### src/hdl/agbt_pkg.sv
package agbt_pkg;

  localparam int MAX_RESULTS = 64;
  localparam int CNTW = $clog2(MAX_RESULTS + 1);

  localparam logic [1:0] OP_HDR    = 2'd0;
  localparam logic [1:0] OP_DATA   = 2'd1;
  localparam logic [1:0] OP_TXDONE = 2'd2;
  localparam logic [1:0] OP_RX     = 2'd3;

  localparam logic [7:0] ACK_RESET = 8'd100;

  typedef enum logic [2:0] {
    ST_IDLE,
    ST_DROP,
    ST_PLAN,
    ST_READ,
    ST_SEND
  } state_t;

  typedef struct packed {
    logic       push;
    logic [7:0] wdata;
    logic       pop;
    logic       rd_en;
  } ring_cmd_t;

  typedef struct packed {
    logic full;
    logic empty;
  } ring_sts_t;

endpackage

### src/hdl/agbt_ifs.sv
interface agbt_in_if;
  logic       valid;
  logic       ready;
  logic [1:0] op;
  logic [7:0] msg_len;
  logic [7:0] data_byte;
  logic [7:0] rx_len;
  logic [7:0] rx_first;

  modport source (output valid, output op, output msg_len, output data_byte,
                  output rx_len, output rx_first, input ready);
  modport sink (input valid, input op, input msg_len, input data_byte,
                input rx_len, input rx_first, output ready);
endinterface

interface agbt_out_if;
  logic       valid;
  logic       ready;
  logic       kind;
  logic [7:0] tx_byte;
  logic       block_last;

  modport source (output valid, output kind, output tx_byte, output block_last,
                  input ready);
  modport sink (input valid, input kind, input tx_byte, input block_last,
                output ready);
endinterface

### src/hdl/agbt_ring.sv
module agbt_ring
  import agbt_pkg::*;
#(
  parameter int RING_DEPTH = 256,
  localparam int PW = $clog2(RING_DEPTH),
  localparam int FW = $clog2(RING_DEPTH + 1)
) (
  input  logic          clk,
  input  logic          rst,
  input  ring_cmd_t     cmd,
  output ring_sts_t     sts,
  output logic [FW-1:0] fill,
  output logic [7:0]    rdata
);

  logic [7:0]    mem [RING_DEPTH];
  logic [PW-1:0] write_ptr;
  logic [PW-1:0] read_ptr;
  logic [PW-1:0] write_ptr_inc;
  logic [PW-1:0] read_ptr_inc;
  logic [PW-1:0] rd_addr;
  logic [FW-1:0] fill_next;

  assign write_ptr_inc = (write_ptr == PW'(RING_DEPTH - 1)) ? '0 : write_ptr + 1'b1;
  assign read_ptr_inc  = (read_ptr == PW'(RING_DEPTH - 1)) ? '0 : read_ptr + 1'b1;

  // a pop with a read fetches the byte after the one just taken
  assign rd_addr = cmd.pop ? read_ptr_inc : read_ptr;

  always_comb begin
    fill_next = fill;
    if (cmd.push && !cmd.pop) begin
      fill_next = fill + 1'b1;
    end else if (cmd.pop && !cmd.push) begin
      fill_next = fill - 1'b1;
    end
  end

  assign sts.full  = (fill == FW'(RING_DEPTH));
  assign sts.empty = (fill == '0);

  always_ff @(posedge clk) begin
    if (rst) begin
      write_ptr <= '0;
      read_ptr  <= '0;
      fill      <= '0;
    end else begin
      fill <= fill_next;
      if (cmd.push) begin
        write_ptr <= write_ptr_inc;
      end
      if (cmd.pop) begin
        read_ptr <= read_ptr_inc;
      end
    end
  end

  always_ff @(posedge clk) begin
    if (cmd.push) begin
      mem[write_ptr] <= cmd.wdata;
    end
    if (cmd.rd_en) begin
      rdata <= mem[rd_addr];
    end
  end

endmodule

### src/hdl/agbt_ctrl.sv
module agbt_ctrl
  import agbt_pkg::*;
#(
  parameter int RING_DEPTH = 256,
  parameter int BLOCK_BYTES = 20,
  localparam int FW = $clog2(RING_DEPTH + 1)
) (
  input  logic          clk,
  input  logic          rst,
  agbt_in_if.sink       in_ch,
  agbt_out_if.source    out_ch,
  input  logic          cfg_wr_en,
  input  logic [7:0]    cfg_wr_data,
  input  logic [FW-1:0] fill,
  input  ring_sts_t     sts,
  input  logic [7:0]    rdata,
  output ring_cmd_t     cmd
);

  localparam int CMPW = (FW > CNTW) ? FW : CNTW;
  localparam int LIM_NODROP = (BLOCK_BYTES < MAX_RESULTS) ? BLOCK_BYTES : MAX_RESULTS;
  localparam int LIM_DROP = (BLOCK_BYTES < MAX_RESULTS - 1) ? BLOCK_BYTES : MAX_RESULTS - 1;

  state_t          state, state_next;
  logic [7:0]      ack_value;
  logic [7:0]      payload_left, payload_left_next;
  logic            in_flight, in_flight_next;
  logic            block_sent, block_sent_next;
  logic            block_acked, block_acked_next;
  logic            dropped, dropped_next;
  logic            start, start_next;
  logic [CNTW-1:0] cnt, cnt_next;

  logic            accept;
  logic            done;
  logic            go;
  logic            drop;
  logic            begin_blk;
  logic [CMPW-1:0] fill_ext;
  logic [CMPW-1:0] limit;
  logic [CMPW-1:0] n;

  assign accept   = in_ch.valid && in_ch.ready;
  assign fill_ext = CMPW'(fill);
  assign limit    = dropped ? CMPW'(LIM_DROP) : CMPW'(LIM_NODROP);
  assign n        = (fill_ext < limit) ? fill_ext : limit;

  assign in_ch.ready       = (state == ST_IDLE);
  assign out_ch.valid      = (state == ST_DROP) || (state == ST_SEND);
  assign out_ch.kind       = (state == ST_DROP);
  assign out_ch.tx_byte    = (state == ST_DROP) ? 8'd0 : rdata;
  assign out_ch.block_last = (state == ST_DROP) || (cnt == CNTW'(1));

  always_comb begin
    state_next        = state;
    payload_left_next = payload_left;
    in_flight_next    = in_flight;
    block_sent_next   = block_sent;
    block_acked_next  = block_acked;
    dropped_next      = dropped;
    start_next        = start;
    cnt_next          = cnt;
    cmd               = '0;
    done              = 1'b0;
    go                = 1'b0;
    drop              = 1'b0;
    begin_blk         = 1'b0;

    case (state)
      ST_IDLE: begin
        if (accept) begin
          case (in_ch.op)
            OP_HDR: begin
              cmd.push          = !sts.full;
              cmd.wdata         = in_ch.msg_len;
              drop              = sts.full;
              payload_left_next = in_ch.msg_len;
              done              = (in_ch.msg_len == 8'd0);
            end
            OP_DATA: begin
              if (payload_left != 8'd0) begin
                cmd.push          = !sts.full;
                cmd.wdata         = in_ch.data_byte;
                drop              = sts.full;
                payload_left_next = payload_left - 1'b1;
                done              = (payload_left == 8'd1);
              end
            end
            OP_TXDONE: begin
              if (in_flight) begin
                block_sent_next = 1'b1;
                go              = block_acked;
              end
            end
            OP_RX: begin
              if (block_sent && in_ch.rx_len == 8'd1 && in_ch.rx_first == ack_value) begin
                block_acked_next = 1'b1;
                go               = 1'b1;
              end
            end
            default: begin
            end
          endcase

          // message complete: open a block if idle and the ring holds data
          if (done && !in_flight && (!sts.empty || cmd.push)) begin
            in_flight_next = 1'b1;
            begin_blk      = 1'b1;
          end
          // sent and acked: next block, or stop on an empty ring
          if (go) begin
            block_sent_next  = 1'b0;
            block_acked_next = 1'b0;
            if (!sts.empty) begin
              begin_blk = 1'b1;
            end else begin
              in_flight_next = 1'b0;
            end
          end

          dropped_next = drop;
          start_next   = begin_blk;
          if (drop) begin
            state_next = ST_DROP;
          end else if (begin_blk) begin
            state_next = ST_PLAN;
          end
        end
      end
      ST_DROP: begin
        if (out_ch.ready) begin
          state_next = start ? ST_PLAN : ST_IDLE;
        end
      end
      ST_PLAN: begin
        cnt_next   = n[CNTW-1:0];
        state_next = ST_READ;
      end
      ST_READ: begin
        cmd.rd_en  = 1'b1;
        state_next = ST_SEND;
      end
      ST_SEND: begin
        if (out_ch.ready) begin
          cmd.pop  = 1'b1;
          cnt_next = cnt - 1'b1;
          if (cnt != CNTW'(1)) begin
            cmd.rd_en = 1'b1;
          end else begin
            state_next = ST_IDLE;
          end
        end
      end
      default: begin
        state_next = ST_IDLE;
      end
    endcase
  end

  always_ff @(posedge clk) begin
    if (rst) begin
      state        <= ST_IDLE;
      ack_value    <= ACK_RESET;
      payload_left <= '0;
      in_flight    <= 1'b0;
      block_sent   <= 1'b0;
      block_acked  <= 1'b0;
      dropped      <= 1'b0;
      start        <= 1'b0;
      cnt          <= '0;
    end else begin
      state        <= state_next;
      payload_left <= payload_left_next;
      in_flight    <= in_flight_next;
      block_sent   <= block_sent_next;
      block_acked  <= block_acked_next;
      dropped      <= dropped_next;
      start        <= start_next;
      cnt          <= cnt_next;
      if (cfg_wr_en) begin
        ack_value <= cfg_wr_data;
      end
    end
  end

endmodule

### src/hdl/ack_gated_block_transmit_ring.sv
// timing: a request is accepted while the controller is idle; a drop flag shows the next cycle,
// and the first byte of a block follows the PLAN and READ states
// throughput: while the receiver is ready, a block leaves one byte per cycle
// from the ring memory's registered read port; the next request is taken
// the cycle after the last result; reset: control state and pointers clear,
// ack_value returns to 100, ring contents are not cleared
module ack_gated_block_transmit_ring
  import agbt_pkg::*;
#(
  parameter int RING_DEPTH = 256,
  parameter int BLOCK_BYTES = 20
) (
  input  logic       clk,
  input  logic       rst,
  agbt_in_if.sink    in_ch,
  agbt_out_if.source out_ch,
  input  logic       cfg_wr_en,
  input  logic [7:0] cfg_wr_data
);

  localparam int FW = $clog2(RING_DEPTH + 1);

  ring_cmd_t     cmd;
  ring_sts_t     sts;
  logic [FW-1:0] fill;
  logic [7:0]    rdata;

  agbt_ring #(
    .RING_DEPTH(RING_DEPTH)
  ) u_ring (
    .clk  (clk),
    .rst  (rst),
    .cmd  (cmd),
    .sts  (sts),
    .fill (fill),
    .rdata(rdata)
  );

  agbt_ctrl #(
    .RING_DEPTH (RING_DEPTH),
    .BLOCK_BYTES(BLOCK_BYTES)
  ) u_ctrl (
    .clk        (clk),
    .rst        (rst),
    .in_ch      (in_ch),
    .out_ch     (out_ch),
    .cfg_wr_en  (cfg_wr_en),
    .cfg_wr_data(cfg_wr_data),
    .fill       (fill),
    .sts        (sts),
    .rdata      (rdata),
    .cmd        (cmd)
  );

  a_no_overlap: assert property (@(posedge clk) disable iff (rst)
    !(in_ch.ready && out_ch.valid))
    else $error("request taken while a result is pending");

  a_fill_bound: assert property (@(posedge clk) disable iff (rst)
    fill <= FW'(RING_DEPTH))
    else $error("ring fill count beyond depth");

  a_block_streams: assert property (@(posedge clk) disable iff (rst)
    (out_ch.valid && out_ch.ready && !out_ch.kind && !out_ch.block_last) |=>
      (out_ch.valid && !out_ch.kind))
    else $error("block byte not followed by the next byte");

  a_no_push_on_full: assert property (@(posedge clk) disable iff (rst)
    sts.full |-> !cmd.push)
    else $error("write into a full ring");

endmodule

### src/flat_wrapper.sv
// flat-port wrapper written by rule: the top's interface ports become plain ports
module ack_gated_block_transmit_ring_flat import agbt_pkg::*;
#(
  parameter int RING_DEPTH = 256,
  parameter int BLOCK_BYTES = 20
)
  (clk, rst, cfg_wr_en, cfg_wr_data, in_ch_valid, in_ch_op, in_ch_msg_len, in_ch_data_byte, in_ch_rx_len, in_ch_rx_first, in_ch_ready, out_ch_valid, out_ch_kind, out_ch_tx_byte, out_ch_block_last, out_ch_ready);
  agbt_in_if in_ch_i ();
  agbt_out_if out_ch_i ();
  input  logic clk;
  input  logic rst;
  input  logic cfg_wr_en;
  input  logic [7:0] cfg_wr_data;
  input wire logic [$bits(in_ch_i.valid)-1:0] in_ch_valid;
  input wire logic [$bits(in_ch_i.op)-1:0] in_ch_op;
  input wire logic [$bits(in_ch_i.msg_len)-1:0] in_ch_msg_len;
  input wire logic [$bits(in_ch_i.data_byte)-1:0] in_ch_data_byte;
  input wire logic [$bits(in_ch_i.rx_len)-1:0] in_ch_rx_len;
  input wire logic [$bits(in_ch_i.rx_first)-1:0] in_ch_rx_first;
  output wire logic [$bits(in_ch_i.ready)-1:0] in_ch_ready;
  output wire logic [$bits(out_ch_i.valid)-1:0] out_ch_valid;
  output wire logic [$bits(out_ch_i.kind)-1:0] out_ch_kind;
  output wire logic [$bits(out_ch_i.tx_byte)-1:0] out_ch_tx_byte;
  output wire logic [$bits(out_ch_i.block_last)-1:0] out_ch_block_last;
  input wire logic [$bits(out_ch_i.ready)-1:0] out_ch_ready;
  assign in_ch_i.valid = in_ch_valid;
  assign in_ch_i.op = in_ch_op;
  assign in_ch_i.msg_len = in_ch_msg_len;
  assign in_ch_i.data_byte = in_ch_data_byte;
  assign in_ch_i.rx_len = in_ch_rx_len;
  assign in_ch_i.rx_first = in_ch_rx_first;
  assign in_ch_ready = in_ch_i.ready;
  assign out_ch_valid = out_ch_i.valid;
  assign out_ch_kind = out_ch_i.kind;
  assign out_ch_tx_byte = out_ch_i.tx_byte;
  assign out_ch_block_last = out_ch_i.block_last;
  assign out_ch_i.ready = out_ch_ready;
  ack_gated_block_transmit_ring #(.RING_DEPTH(RING_DEPTH), .BLOCK_BYTES(BLOCK_BYTES)) u_core (.clk(clk), .rst(rst), .in_ch(in_ch_i), .out_ch(out_ch_i), .cfg_wr_en(cfg_wr_en), .cfg_wr_data(cfg_wr_data));
endmodule
### config.mk
export PLATFORM = sky130hd
export DESIGN_NAME = ack_gated_block_transmit_ring_flat
export DESIGN_NICKNAME = d
export VERILOG_FILES = /design/src/hdl/agbt_pkg.sv /design/src/hdl/agbt_ifs.sv /design/src/hdl/agbt_ring.sv /design/src/hdl/agbt_ctrl.sv /design/src/hdl/ack_gated_block_transmit_ring.sv /design/src/flat_wrapper.sv
export SDC_FILE = /design/constraint.sdc
export NUM_CORES = 2
export LEC_CHECK = 0
export BUFFER_PORTS_ARGS = -buffer_cell sky130_fd_sc_hd__buf_2
export CAP_MARGIN = 10
export CELL_PAD_IN_SITES_DETAIL_PLACEMENT = 1
export CELL_PAD_IN_SITES_GLOBAL_PLACEMENT = 2
export CORE_ASPECT_RATIO = 0.7
export CORE_MARGIN = 5
export CORE_UTILIZATION = 46
export DETAILED_ROUTE_END_ITERATION = 6
export PLACE_DENSITY_LB_ADDON = 0.1
export SETUP_SLACK_MARGIN = 0.02
export SYNTH_ARGS = -nofsm -noshare
export SYNTH_HDL_FRONTEND = slang
export SYNTH_SLANG_ARGS = --single-unit
### constraint.sdc
create_clock -name clk -period 17 [get_ports clk]
set_input_delay 5.1 -clock clk [delete_from_list [all_inputs] [get_ports clk]]
set_output_delay 5.1 -clock clk [all_outputs]
set_load 0.01 [all_outputs]
Word-level counts from Yosys, hierarchy flattened

Memory sizes are Yosys's and may differ from the RTL's. A register that Yosys moved wholly into a read port is not among the register bits.
Cells that the tools add are included.
Widths: inputs -> output; s select.

Add/subtract/negate cells: 6
$mul: 0
Divide/modulo/power cells: 0
Order comparisons: 1
Eq/ne operators: 21
Shift operators: 0
Mux-type cells: 58
Bitwise logic cells: 0
Reduce and logical (&&, ||, !) cells: 33

Operators by type and width:

| kind                | count |
|---|---|
| $mux 9              | 7 |
| $mux 8              | 5 |
| $mux 1              | 28 |
| $mux 3              | 6 |
| $pmux 9 s2          | 1 |
| $add 8x1->8 const B | 2 |
| $eq 8x1->1 const B  | 2 |
| $eq 8x8->1 const B  | 2 |
| $pmux 8 s2          | 1 |
| $pmux 3 s5          | 1 |
| $mux 7              | 2 |
| $pmux 7 s2          | 1 |
| $reduce_bool 2->1   | 7 |
| $reduce_and 4->1    | 3 |
| $add 9x1->9 const B | 1 |
| $eq 9x9->1 const B  | 1 |
| $logic_not 9->1     | 1 |
| $lt 9x5->1 const B  | 1 |
| $sub 9x1->9 const B | 1 |
| $eq 8x8->1          | 1 |
| $logic_not 8->1     | 1 |
| $pmux 1 s2          | 4 |
| $reduce_bool 8->1   | 1 |
| $sub 8x1->8 const B | 1 |
| 19 further kinds    | 38 |

Bits in registers: 55
Bits in latches: 0
RAM bits: 2048
Bits in read-only memories: 0
Input port bits: 47
Output and inout port bits: 12
Logic and storage cells: 131
Memories kept: 1

Memories:

| name              | words | bits a word | read ports | clocked after memory_dff | write ports | RTL line        | text |
|---|---|---|---|---|---|---|---|
| u_core.u_ring.mem | 256   | 8           | 1          | 1                        | 1           | agbt_ring.sv:16 | `logic [7:0] mem [RING_DEPTH];` |

Logic depth before layout (Yosys ltp)

Word-level depth: 17
Depth in mapped cells: 20
Gate-level depth less buffers: 18

By module

Synthesis repeated with hierarchy kept, for this count alone.

Cell total of the unflattened synthesis: 6166
Area, all modules: 84457.3 um2

By module, submodules not included:

| module    | instances | cells each | area an instance (um2) |
|---|---|---|---|
| agbt_ring | 1         | 5901       | 82439.1 |
| agbt_ctrl | 1         | 265        | 2018.2 |

Least setup slack after synthesis

OpenSTA, ideal clock, no wires.

Kind: input to register
Start: in in_ch_op[0]
End: mem u_core.u_ring.mem[0][0] (data pin)
Arrival: 12077 ps
Slack: 3532 ps
Cell stages on the path: 6
Path buffers: 2
Cells stage by stage: clkbuf_1 -> nand2b_1 -> clkbuf_1 -> a21oi_1 -> a22oi_1 -> nor2_1

RTL lines:

| element            | RTL line           | text |
|---|---|---|
| start: declaration | flat_wrapper.sv:15 | `input wire logic [$bits(in_ch_i.op)-1:0] in_ch_op;` |
| end: declaration   | agbt_ring.sv:16    |  |

Worst setup path after layout

Start: in out_ch_ready
End: reg u_core.u_ring.rdata[6], read port of u_core.u_ring.mem (data pin)

Longest elaborated chain between the ends: 3

Ends and longest elaborated chain:

| element            | RTL line           | text |
|---|---|---|
| start: declaration | flat_wrapper.sv:25 | `input wire logic [$bits(out_ch_i.ready)-1:0] out_ch_ready;` |
| $mux 2 (*)         | agbt_ctrl.sv:144   | `if (out_ch.ready) begin` |
| $mux 1             | agbt_ctrl.sv:69    | `case (state)` |
| $mux 8             | agbt_ring.sv:28    | `assign rd_addr = cmd.pop ? read_ptr_inc : read_ptr;` |
| end: declaration   | agbt_ring.sv:13    | `output logic [7:0] rdata` |

Mark *: on every way between the ends. The rest lies on a longest branch, timed or not.
A chain may end at the register's enable or synchronous reset.

==> results.ini <==
[worst_hold_path]
hp-class=reg -> reg

[clocking]
clk_latency_ns=0.87
clock_path_buffers=4
cts_setup_buffers=0
clock_sinks=2111
cts-buffers-inserted=211
cts_resized=0
htree_levels=4
clkSlewWorstSetupHoldPaths_ns=0.06
root_buffer=clkbuf_16
cts_tree=built
ctsHoldBuffers=0

[worst_setup_path]
required_ns=17.56
cp-start-kind=input port
crit_path_end_kind=register
cp_max_fo=119
critPathKind=in -> reg
worst_ep_arrival_time_ns=10.62
r2r_slack_ns=10.26

[detailed_routing]
viasPerCell=6.344
detail-route-antenna-nets=0
drt-wirelength-per-cell_um=33.84
vias=56220
drtIter0Drc=6946
firstDrtPassIters=6
finalWirelength_um=299900
drc=0

[sta]
fmax_ghz=0.09947
period_share_pct=59.14
setup_ws_ns=6.947
tightest_slew_ns=1.731
fin_skew_ns=0.06377
slew_headroom_pct=-15.38
grt_setup_unrepaired=false
setup_viol_count_final=0
fin_setup_tns_ns=0
hold_violations=0
period_needed_ns=10.05
drv_slew=124

[floorplanning]
die_y_um=372.1
num_rows=132
die_area_um2=196200
start_util_pct=46.41
ios=59
die_w_um=527.3
core_region_area_um2=185600

[synthesis]
async_flop_share_pct=0
synth_nets=6277
synth-warning-count=0
synth.distinct_cells=93
synthCells=6211
synth-edff-count=2056
synth_ff_type=edfxtp_1
syn_area_um2=86150
yosys.area.top_type=edfxtp_1
syn_area_per_cell_um2=13.87
yosys_register_bits=2111
ys_seq_area_share_pct=72.94
synth_top_cell_area_share_pct=71.66
synth_area_leaders=edfxtp_1, nand2_1, mux2i_1, nand3_1, a21oi_1

[pwr]
leakage_nw=29.86
power.density_nw_per_um2=111.3
vdd_drop_max_mv=0.09158

[global_routing]
antenna_found_initial=22
globalRoute.totalOverflow=0
grt_max_degree=202
grtUsageTotal_pct=30.06
grt_pass1_vias=54890
grt_pass1_wl_um=423700

[outcome]
violations=slew limit
status=finished, violations left

[place]
dp_hpwl_um=178300
place.gp.congestion=0.8338
dp_slack_ns=6.285
portBuffers=58

[flow_run]
drv_cap=0

[cells_and_area]
nNetsFinal=6282
drive_above_1_share_pct=10.27
areaGrowthSynthToFinish_pct=10.78

-- final cells by class --
class | count | area (µm²)
diodes | 3 | 7.507
clock buffers | 270 | 5595
clock inverters | 107 | 932.1
fillers | 18000 | 90200
inverters | 19 | 73.82
multi-input cells | 3665 | 21330
flip-flops and latches | 2111 | 62840
well taps | 2479 | 3102
repair buffers | 208 | 1549
-- state kept, by name, summed over array words and instances (netlist names), 3 cells and up --
register                    flops
u_core.u_ring.write_ptr         8
u_core.u_ring.rdata             8
u_core.u_ctrl.cnt               7
u_core.u_ring.read_ptr          8
u_core.u_ring.fill              9
u_core.u_ring.mem            2048
u_core.u_ctrl.state             3
u_core.u_ctrl.ack_value         8
u_core.u_ctrl.payload_left      8
-- synth_stat cells (28+ instances only) --
cell type / number
and3_1: 93
nand2_1: 1280
a311oi_1: 57
buf_4: 58
mux2i_1: 287
nand4_1: 31
nor3_1: 50
a2111oi_0: 28
mux4_2: 28
a31oi_1: 63
clkbuf_1: 116
a21oi_1: 290
dfxtp_1: 55
nor2_1: 351
buf_2: 188
buf_6: 31
a221oi_1: 29
nor4_1: 41
o221ai_1: 43
edfxtp_1: 2056
nand3_1: 410
o21ai_0: 74
o22ai_1: 57
mux2_2: 53
-- layout by cell type, fill, tap and decap left out, types with 38 or more instances in the layout --
cell	count
edfxtp_1	2056
nand2_1	1278
nand3_1	394
nor2_1	337
a21oi_1	287
mux2i_1	286
clkbuf_16	214
buf_4	136
and3_1	93
o21ai_0	73
a31oi_1	63
buf_2	60
o22ai_1	57
a311oi_1	57
dfxtp_1	55
mux2_2	53
clkbuf_1	53
nor3_1	49
clkinv_1	47
o221ai_1	43
nor4_1	38
-- worst max-delay path: stages --
cell	delay (ns)
buf_2	0.13
and4bb_1	0.21
buf_4	0.39
o21ai_4	0.19
o21ai_4	0.32
buf_12	0.41
buf_12	0.55
buf_4	0.64
mux2i_1	0.29
o22ai_1	0.10
nor4_1	0.54
nor3_1	0.20
o41ai_1	1.00
o32ai_1	0.16
-- path summary, 6_finish.rpt --
kind / startpoint / to / depth (start not counted)
worst min-delay path: u_core.u_ring.fill[6] / u_core.u_ring.fill[6] / 2
worst max-delay path: out_ch_ready / u_core.u_ring.rdata[6] / 14
worst min register to register: u_core.u_ring.fill[6] / u_core.u_ring.fill[6] / 2
worst max register to register: u_core.u_ring.read_ptr[0] / u_core.u_ring.rdata[3] / 15
-- layer usage --
layer,wire [µm],vias up,track usage (%),part of all wire (%)
met5,41,-,0,0.014
met4,9498,6,8.864,3.2
met3,27670,471,5.610,9.2
met2,129400,2580,44.06,43
met1,133300,29630,45.79,44
li1,-,23540,-,-
-- cell families (layout without fill, tap and decap cells) --
kind of cell | after synthesis | in the layout | synth area share [%]
flip-flops | 2111 | 2111 | 72.94
other | 0 | 3 | 0
AND/OR/NAND/NOR | 2336 | 2336 | 11.64
XOR/XNOR | 24 | 24 | 0.2614
buffers and inverters | 435 | 604 | 2.752
adder cells (fa/ha/maj) | 19 | 19 | 0.2847
multiplexers | 374 | 374 | 4.846
AO/OA/AOI/OAI | 912 | 912 | 7.268
-- power breakdown --
group	total [mW]	switching (mW)	internal, mW
sequential	5.76	0.0131	5.75
combinational	0.289	0.225	0.0638
clock	4.57	2.01	2.57
total	10.6	2.24	8.38
-- per-stage QoR --
| step | instances | hold WS [ns] | utilization (%) | power (mW) | cell area, µm² |
|---|---|---|---|---|---|
| final | 8862 | 0.4926 | 51.41 | 10.62 | 95430 |
| after global routing | 8859 | 0.5245 | 51.40 | 10.93 | 95430 |
| after CTS | 8857 | 0.4997 | 51.40 | 10.67 | 95410 |
| after detailed placement | 8480 | 0.4888 | 47.88 | 6.160 | 88880 |
| after global placement | 8478 | 0.4750 | 47.87 | 6.151 | 88870 |
| after floorplan | 6211 | 0.4544 | - | 6.045 | 86150 |
No activity file was read; power rests on OpenSTA's default activity.
